File: src/design/bomd_pkg.sv
// Shared types, codes and the UTF-8 encoder for the BOM detecting transcoder.
`default_nettype none

package bomd_pkg;

	// Input operation codes
	localparam logic OP_DATA = 1'b0;
	localparam logic OP_EOS  = 1'b1;

	// Encoding in effect for the stream
	typedef enum logic [1:0] {
		ENC_NONE = 2'd0,
		ENC_UTF8 = 2'd1,
		ENC_LE   = 2'd2,
		ENC_BE   = 2'd3
	} enc_t;

	// Error codes reported with a result
	typedef enum logic [1:0] {
		ERR_NONE  = 2'd0,
		ERR_EOS   = 2'd1,
		ERR_TRAIL = 2'd2,
		ERR_RSVD  = 2'd3
	} err_t;

	// Lead-in detection phase
	typedef enum logic [1:0] {
		PH_START = 2'd0,
		PH_ONE   = 2'd1,
		PH_EFBB  = 2'd2,
		PH_DONE  = 2'd3
	} phase_t;

	localparam logic [7:0] BOM_FE = 8'hFE;
	localparam logic [7:0] BOM_FF = 8'hFF;
	localparam logic [7:0] BOM_EF = 8'hEF;
	localparam logic [7:0] BOM_BB = 8'hBB;
	localparam logic [7:0] BOM_BF = 8'hBF;

	localparam logic [5:0]  SURR_LEAD  = 6'b110110;
	localparam logic [5:0]  SURR_TRAIL = 6'b110111;
	localparam logic [20:0] SUPP_BASE  = 21'h10000;

	localparam int unsigned MAX_RUN = 4;

	typedef struct packed {
		logic [2:0]      len;
		logic [3:0][7:0] b;
	} utf8_t;

	// One result run: up to four entries, bytes go out from entry 0 upward.
	typedef struct packed {
		logic [2:0]      cnt;
		logic [3:0][7:0] bytes;
		logic [3:0]      has;
		err_t            err;
		enc_t            enc;
		logic            done;
	} run_t;

	function automatic utf8_t utf8_encode(input logic [20:0] cp);
		utf8_t r;
		r = '0;
		if (cp < 21'h80) begin
			r.len  = 3'd1;
			r.b[0] = {1'b0, cp[6:0]};
		end else if (cp < 21'h800) begin
			r.len  = 3'd2;
			r.b[0] = {3'b110, cp[10:6]};
			r.b[1] = {2'b10, cp[5:0]};
		end else if (cp < 21'h10000) begin
			r.len  = 3'd3;
			r.b[0] = {4'b1110, cp[15:12]};
			r.b[1] = {2'b10, cp[11:6]};
			r.b[2] = {2'b10, cp[5:0]};
		end else begin
			r.len  = 3'd4;
			r.b[0] = {5'b11110, cp[20:18]};
			r.b[1] = {2'b10, cp[17:12]};
			r.b[2] = {2'b10, cp[11:6]};
			r.b[3] = {2'b10, cp[5:0]};
		end
		return r;
	endfunction

endpackage

`default_nettype wire

File: src/design/bom_detect_utf16_to_utf8.sv
// Top level of the byte order mark detecting UTF-16 to UTF-8 transcoder.
// The first result of an item goes through the input register and then the result register
// before it is on the outputs. Throughput: one item per cycle while each item gives at most
// one result and out_ready is high; an item that gives several results holds the result
// register until its last result is taken, and a next item that gives results waits in the
// input register meanwhile. Reset (arst_n low) clears detection, encoding, pending halves
// and both valid stages.
`default_nettype none

module bom_detect_utf16_to_utf8 (
	input  wire logic       clk,
	input  wire logic       arst_n,
	input  wire logic       in_valid,
	output logic            in_ready,
	input  wire logic       op,
	input  wire logic [7:0] in_byte,
	output logic            out_valid,
	input  wire logic       out_ready,
	output logic [7:0]      out_byte,
	output logic            has_byte,
	output logic [1:0]      error_code,
	output logic [1:0]      detected_encoding,
	output logic            stream_done,
	output logic            last_of_run
);
	import bomd_pkg::*;

	// Input register
	logic       valid_s1;
	logic       op_s1;
	logic [7:0] byte_s1;

	// Stream state
	phase_t      phase_q, phase_d;
	enc_t        encoding_q, encoding_d;
	logic [7:0]  held0_q, held0_d;
	logic [7:0]  held1_q, held1_d;
	logic [7:0]  half_q, half_d;
	logic        half_valid_q, half_valid_d;
	logic [9:0]  hs_q, hs_d;
	logic        hs_valid_q, hs_valid_d;

	// Result register
	run_t       run_q, run_d;
	logic       run_valid_q;
	logic [1:0] idx_q;
	logic [1:0] last_idx;
	logic       at_last;
	logic       out_fire;
	logic       can_load;
	logic       adv_s1;

	logic [15:0] unit;
	logic [20:0] cp;
	utf8_t       enc8;

	assign last_idx = 2'(run_q.cnt - 3'd1);
	assign at_last  = (idx_q == last_idx);
	assign out_fire = run_valid_q && out_ready;
	assign can_load = !run_valid_q || (out_fire && at_last);
	assign adv_s1   = valid_s1 && ((run_d.cnt == 3'd0) || can_load);
	assign in_ready = !valid_s1 || adv_s1;

	always_ff @(posedge clk or negedge arst_n) begin
		if (!arst_n) begin
			valid_s1 <= 1'b0;
		end else if (in_ready) begin
			valid_s1 <= in_valid;
		end
	end

	always_ff @(posedge clk) begin
		if (in_valid && in_ready) begin
			op_s1   <= op;
			byte_s1 <= in_byte;
		end
	end

	// Code unit from the held half and the new byte; little endian puts the new byte on top.
	assign unit = (encoding_q == ENC_LE) ? {byte_s1, half_q} : {half_q, byte_s1};
	assign cp   = hs_valid_q ? ({1'b0, hs_q, unit[9:0]} + SUPP_BASE) : {5'd0, unit};
	assign enc8 = utf8_encode(cp);

	always_comb begin
		run_d        = '0;
		run_d.err    = ERR_NONE;
		run_d.enc    = encoding_q;
		phase_d      = phase_q;
		encoding_d   = encoding_q;
		held0_d      = held0_q;
		held1_d      = held1_q;
		half_d       = half_q;
		half_valid_d = half_valid_q;
		hs_d         = hs_q;
		hs_valid_d   = hs_valid_q;

		if (op_s1 == OP_EOS) begin
			// Held lead-in bytes are replayed ahead of the end-of-stream result.
			unique case (phase_q)
				PH_ONE: begin
					run_d.cnt      = 3'd2;
					run_d.bytes[0] = held0_q;
					run_d.has      = 4'b0001;
					run_d.enc      = ENC_NONE;
				end
				PH_EFBB: begin
					run_d.cnt      = 3'd3;
					run_d.bytes[0] = held0_q;
					run_d.bytes[1] = held1_q;
					run_d.has      = 4'b0011;
					run_d.enc      = ENC_NONE;
				end
				PH_DONE: begin
					run_d.cnt = 3'd1;
					if (half_valid_q || hs_valid_q) begin
						run_d.err = ERR_EOS;
					end
				end
				default: begin
					run_d.cnt = 3'd1;
				end
			endcase
			run_d.done   = 1'b1;
			phase_d      = PH_START;
			encoding_d   = ENC_NONE;
			half_valid_d = 1'b0;
			hs_valid_d   = 1'b0;
		end else begin
			unique case (phase_q)
				PH_START: begin
					held0_d = byte_s1;
					phase_d = PH_ONE;
				end
				PH_ONE: begin
					phase_d = PH_DONE;
					if (held0_q == BOM_FE && byte_s1 == BOM_FF) begin
						encoding_d = ENC_BE;
					end else if (held0_q == BOM_FF && byte_s1 == BOM_FE) begin
						encoding_d = ENC_LE;
					end else if (held0_q == BOM_EF && byte_s1 == BOM_BB) begin
						held1_d = byte_s1;
						phase_d = PH_EFBB;
					end else begin
						encoding_d     = ENC_NONE;
						run_d.enc      = ENC_NONE;
						run_d.cnt      = 3'd2;
						run_d.bytes[0] = held0_q;
						run_d.bytes[1] = byte_s1;
						run_d.has      = 4'b0011;
					end
				end
				PH_EFBB: begin
					phase_d = PH_DONE;
					if (byte_s1 == BOM_BF) begin
						encoding_d = ENC_UTF8;
					end else begin
						encoding_d     = ENC_NONE;
						run_d.enc      = ENC_NONE;
						run_d.cnt      = 3'd3;
						run_d.bytes[0] = held0_q;
						run_d.bytes[1] = held1_q;
						run_d.bytes[2] = byte_s1;
						run_d.has      = 4'b0111;
					end
				end
				default: begin
					if (encoding_q == ENC_LE || encoding_q == ENC_BE) begin
						if (!half_valid_q) begin
							half_d       = byte_s1;
							half_valid_d = 1'b1;
						end else begin
							half_valid_d = 1'b0;
							if (hs_valid_q && unit[15:10] != SURR_TRAIL) begin
								// A bad trail drops both the held lead and this unit.
								hs_valid_d = 1'b0;
								run_d.cnt  = 3'd1;
								run_d.err  = ERR_TRAIL;
							end else if (!hs_valid_q && unit[15:10] == SURR_LEAD) begin
								hs_d       = unit[9:0];
								hs_valid_d = 1'b1;
							end else begin
								hs_valid_d  = 1'b0;
								run_d.cnt   = enc8.len;
								run_d.bytes = enc8.b;
								run_d.has   = {enc8.len == 3'd4, enc8.len >= 3'd3,
									enc8.len >= 3'd2, enc8.len >= 3'd1};
							end
						end
					end else begin
						run_d.cnt      = 3'd1;
						run_d.bytes[0] = byte_s1;
						run_d.has      = 4'b0001;
					end
				end
			endcase
		end
	end

	always_ff @(posedge clk or negedge arst_n) begin
		if (!arst_n) begin
			phase_q      <= PH_START;
			encoding_q   <= ENC_NONE;
			half_valid_q <= 1'b0;
			hs_valid_q   <= 1'b0;
		end else if (adv_s1) begin
			phase_q      <= phase_d;
			encoding_q   <= encoding_d;
			half_valid_q <= half_valid_d;
			hs_valid_q   <= hs_valid_d;
		end
	end

	always_ff @(posedge clk) begin
		if (adv_s1) begin
			held0_q <= held0_d;
			held1_q <= held1_d;
			half_q  <= half_d;
			hs_q    <= hs_d;
		end
	end

	always_ff @(posedge clk or negedge arst_n) begin
		if (!arst_n) begin
			run_valid_q <= 1'b0;
			idx_q       <= 2'd0;
		end else if (adv_s1 && run_d.cnt != 3'd0) begin
			run_valid_q <= 1'b1;
			idx_q       <= 2'd0;
		end else if (out_fire) begin
			if (at_last) begin
				run_valid_q <= 1'b0;
			end
			idx_q <= 2'(idx_q + 2'd1);
		end
	end

	always_ff @(posedge clk) begin
		if (adv_s1 && run_d.cnt != 3'd0) begin
			run_q <= run_d;
		end
	end

	assign out_valid         = run_valid_q;
	assign out_byte          = run_q.bytes[idx_q];
	assign has_byte          = run_q.has[idx_q];
	assign error_code        = at_last ? run_q.err : ERR_NONE;
	assign detected_encoding = run_q.enc;
	assign stream_done       = at_last && run_q.done;
	assign last_of_run       = at_last;

endmodule

`default_nettype wire

File: config.mk
export PLATFORM = sky130hd
export DESIGN_NAME = bom_detect_utf16_to_utf8
export DESIGN_NICKNAME = d
export VERILOG_FILES = /design/src/design/bomd_pkg.sv /design/src/design/bom_detect_utf16_to_utf8.sv
export SDC_FILE = /design/constraint.sdc
export NUM_CORES = 1
export LEC_CHECK = 0
export BUFFER_PORTS_ARGS = -buffer_cell sky130_fd_sc_hd__buf_2
export CORE_AREA = 2 2 101 103
export CTS_BUF_LIST = sky130_fd_sc_hd__clkbuf_4
export DETAILED_ROUTE_END_ITERATION = 8
export DIE_AREA = 0 0 103 105
export HOLD_SLACK_MARGIN = 0.03
export PLACE_DENSITY = 0.7
export SLEW_MARGIN = 40
export SYNTH_ARGS = -nofsm -noshare
export SYNTH_HDL_FRONTEND = slang
export SYNTH_SLANG_ARGS = --single-unit
File: constraint.sdc
create_clock -name clk -period 12.6 [get_ports clk]
set_input_delay 2.52 -clock clk [delete_from_list [all_inputs] [get_ports clk]]
set_output_delay 2.52 -clock clk [all_outputs]
set_load 0.02 [all_outputs]
==> impl_metrics.xml <==
<?xml version="1.0" encoding="UTF-8"?>
<metrics>
  <group name="outcome">
    <metric name="outcome" unit="">complete, no violations</metric>
  </group>
  <group name="setup_path">
    <metric name="path_class" unit="">flop to output pin</metric>
    <metric name="setup_slack_of_the_most_critical_reg_to_reg_path" unit="ns">8.34</metric>
    <metric name="r2r_start" unit="">encoding_q[1]</metric>
    <metric name="crit_slowest_cell" unit="">o311ai_2</metric>
    <metric name="worstPathMaxFanout" unit="">13</metric>
    <metric name="worst-r2r-cell-count" unit="">8</metric>
    <metric name="critical_path.endpoint" unit="">in_ready</metric>
    <metric name="worst_setup_path_end_kind" unit="">output pin</metric>
    <metric name="max_stage_delay" unit="ns">0.72</metric>
    <metric name="crit_path_start_kind" unit="">flop</metric>
    <metric name="worstPathCellList" unit="">nor2b_4, mux2_2, mux2i_1, nand2_2, o311ai_2, nor3b_4, nor2b_1, nand3_1, buf_2</metric>
    <metric name="timing.critical_path.arrival" unit="ns">3.98</metric>
    <metric name="critical_path.startpoint" unit="">encoding_q[1]</metric>
    <metric name="timing.critical_path.required" unit="ns">10.08</metric>
    <metric name="crit-reg2reg-capture" unit="">held1_q[6]</metric>
  </group>
  <group name="cts">
    <metric name="htreeDepth" unit="">3</metric>
    <metric name="clk-insertion-delay-late" unit="ns">0.46</metric>
    <metric name="clock_tree_from_tritoncts" unit="">yes</metric>
    <metric name="clock_sink_count" unit="">95</metric>
    <metric name="post_cts.repair.setup_buffers" unit="">0</metric>
    <metric name="cts_max_path_buffers" unit="">2</metric>
    <metric name="post_cts_hold_buffer_count" unit="">0</metric>
    <metric name="cts_root_buf" unit="">clkbuf_4</metric>
    <metric name="clkTransAtPathRegs" unit="ns">0.15</metric>
    <metric name="cts_inserted_buffers" unit="">9</metric>
    <metric name="cts.repair.resized" unit="">0</metric>
  </group>
  <group name="timing">
    <metric name="timing.final.crit_share" unit="%">51.6</metric>
    <metric name="hold-worst-slack" unit="ns">0.651</metric>
    <metric name="timing.slew.headroom" unit="%">46.4</metric>
    <metric name="achievable_freq" unit="MHz">154</metric>
    <metric name="setup_viol_count_final" unit="">0</metric>
    <metric name="post-route-min-period" unit="ns">6.50</metric>
    <metric name="fin_skew" unit="ns">0.0224</metric>
    <metric name="grt_setup_unrepaired" unit="">false</metric>
    <metric name="max_slew.worst_pin.slew" unit="ns">0.804</metric>
    <metric name="final.setup.tns" unit="ns">0</metric>
    <metric name="number_of_max_slew_violations_in_the_final_report" unit="">0</metric>
    <metric name="hold_violation_total_from_the_final_report" unit="">0</metric>
  </group>
  <group name="route">
    <metric name="drc" unit="">0</metric>
    <metric name="first_pass_iters" unit="">5</metric>
    <metric name="drtAntennaViolNets" unit="">0</metric>
    <metric name="postRouteWirelength" unit="µm">13200</metric>
    <metric name="detail_route.wl_per_cell" unit="µm">22.2</metric>
    <metric name="via_density_per_instance" unit="">6.37</metric>
    <metric name="drt_iter0_drc" unit="">491</metric>
    <metric name="dr_total_vias" unit="">3802</metric>
  </group>
  <group name="logic_synthesis">
    <metric name="synth_cell_type_count" unit="">71</metric>
    <metric name="synth_enable_flop_cells" unit="">85</metric>
    <metric name="yosysSeqAreaShare" unit="%">55.3</metric>
    <metric name="yosys-top-cells-area" unit="">edfxtp_1, dfrtp_1, mux4_2</metric>
    <metric name="syn_area" unit="µm²">5070</metric>
    <metric name="syn-mean-instance-area" unit="µm²">11.5</metric>
    <metric name="synth_seq_cells" unit="">95</metric>
    <metric name="netlist_instances" unit="">441</metric>
    <metric name="ys.flop_type" unit="">edfxtp_1</metric>
    <metric name="ffs_w_async_s_r_synth" unit="%">10.5</metric>
    <metric name="synth.net_count" unit="">460</metric>
    <metric name="synth_area_leader_cell" unit="">edfxtp_1</metric>
    <metric name="yosys_warnings" unit="">0</metric>
    <metric name="yosys_top_cell_area_share" unit="%">50.4</metric>
  </group>
  <group name="die">
    <metric name="coreArea" unit="µm²">9640</metric>
    <metric name="die_y" unit="µm">105</metric>
    <metric name="std_cell_rows" unit="">36</metric>
    <metric name="fp.dieArea" unit="µm²">10800</metric>
    <metric name="chipWidth" unit="µm">103</metric>
    <metric name="pin_count" unit="">30</metric>
    <metric name="floorplan.initialDensity" unit="%">52.6</metric>
  </group>
  <group name="power_and_ir_drop">
    <metric name="vdd.ir_drop.worst" unit="mV">0.108</metric>
    <metric name="cellLeakagePower" unit="nW">1.94</metric>
    <metric name="final_total_power" unit="mW">1.09</metric>
    <metric name="power.density" unit="nW/µm²">199</metric>
  </group>
  <group name="finish">
    <metric name="antenna_cells_inserted" unit="">0</metric>
    <metric name="num-nets-final" unit="">478</metric>
    <metric name="final_layout_size_suffix_gt1_share" unit="%">17.0</metric>
    <metric name="layout-area-overhead-vs-synth" unit="%">8.24</metric>
    <metric name="fillers" unit="">832</metric>
  </group>
  <group name="global_route">
    <metric name="antenna_violations_before_repair" unit="">1</metric>
    <metric name="grt_max_degree" unit="">37</metric>
    <metric name="track_usage" unit="%">25.7</metric>
    <metric name="grt-ovfl-total" unit="">0</metric>
    <metric name="first_global_vias" unit="">3514</metric>
    <metric name="wire_length_of_the_first_global_routing_pass" unit="µm">20300</metric>
  </group>
  <group name="place">
    <metric name="placement.io_buffers" unit="">29</metric>
    <metric name="place_congestion" unit="">0.992</metric>
    <metric name="detailedPlacementHpwl" unit="µm">9690</metric>
  </group>
  <group name="flow_run">
    <metric name="max_cap_viol_count" unit="">0</metric>
  </group>
  <group name="hold_path">
    <metric name="hold_class" unit="">flop to flop</metric>
  </group>
</metrics>
-- stage by stage --
step / instance area, µm² / util, % / std cells / setup WS, ns
floorplan: 5070 / - / 441 / 7.27
global placement: 5300 / 55.0 / 580 / 6.80
detailed placement: 5310 / 55.1 / 580 / 6.70
CTS: 5470 / 56.8 / 596 / 6.18
global route: 5490 / 56.9 / 597 / 5.88
finish: 5490 / 56.9 / 597 / 6.10
-- kinds of logic (layout without fill, tap and decap cells) --
kind of cell	Yosys count	count (layout)	share of synthesized area, %
DFF	95	95	55.3
and+or+nand+nor	142	142	14.9
AOI/OAI and AO/OA	121	121	16.3
muxes	24	24	7.06
adders and majority gates	6	6	1.48
buffers and inverters	48	71	4.05
xor gates and xnor gates	5	5	0.864
-- power breakdown --
group | switching (mW) | leakage, nW | internal (mW) | total [mW]
sequential | 0.0751 | 0.912 | 0.437 | 0.512
clock | 0.0998 | 0.0763 | 0.0820 | 0.182
combinational | 0.252 | 0.957 | 0.144 | 0.396
total | 0.427 | 1.94 | 0.663 | 1.09
-- registers in the layout, indices dropped and copies added (netlist names), 8 cells and up --
name,cells
byte_s1,8
half_q,8
held0_q,8
held1_q,8
hs_q,10
run_q,40
-- cell usage after synthesis, types with 5 or more instances --
library cell / n
mux2i_1: 11
a22oi_1: 9
ha_1: 6
nor2b_1: 5
o21ai_0: 26
nand3_1: 7
nor2_1: 39
and2_1: 6
buf_2: 5
edfxtp_1: 85
o22ai_1: 5
clkbuf_1: 16
and3_1: 5
mux4_2: 8
nor3_1: 10
dfrtp_1: 10
nand2_1: 36
a21oi_1: 30
inv_1: 22
-- final cells by class --
cell class | instances | area, µm² | share of cell area [%]
clock inverters | 6 | 86.3 | 1.57
repair buffers | 33 | 179 | 3.26
multi-input cells | 298 | 2090 | 38.2
inverters | 22 | 82.6 | 1.51
well taps | 133 | 166 | 3.03
flip-flops and latches | 95 | 2800 | 51.1
clock buffers | 10 | 75.1 | 1.37
-- critical path, delay by kind of cell (launching register included) --
kind | cells | cell delay, ns
mux | 2 | 0.68
flops | 1 | 0.64
simple gates | 5 | 1.33
compound gates | 1 | 0.72
buf+inv | 1 | 0.17
-- how the worst min path moves through the flow --
stage	from	to	slack, ns	depth (start not counted)
floorplan	byte_s1[0]	half_q[0]	0.46	0
global placement	phase_q[0]	phase_q[0]	0.57	1
detailed placement	phase_q[0]	phase_q[0]	0.61	1
CTS	phase_q[0]	phase_q[0]	0.64	1
global route	held1_q[6]	run_q[23]	0.68	1
finish	phase_q[0]	phase_q[0]	0.65	1
-- layout by cell type (no fill, tap or decap), types with 4 or more instances in the layout --
cell and n:
a211oi_1 4, a21oi_1 29, a22oi_1 9, and2_1 6, and3_1 5, buf_2 29, clkbuf_4 10, dfrtp_1 10
edfxtp_1 85, ha_1 6, inv_1 22, mux2i_1 11, mux4_2 8, nand2_1 36, nand2b_1 4, nand3_1 7
nand3b_1 4, nand4_1 4, nor2_1 38, nor2b_1 5, nor3_1 9, o211ai_1 4, o21a_1 4, o21ai_0 25
o22ai_1 5, or4bb_1 4
-- metal layers --
metal	global-route usage, %	up-vias	wire length, µm
met5	0	-	0
met4	9.87	0	391
li1	-	1713	-
met1	39.9	1863	6130
met2	35.8	192	5780
met3	4.35	34	942
Note: power is estimated with default switching activity, not from simulation.
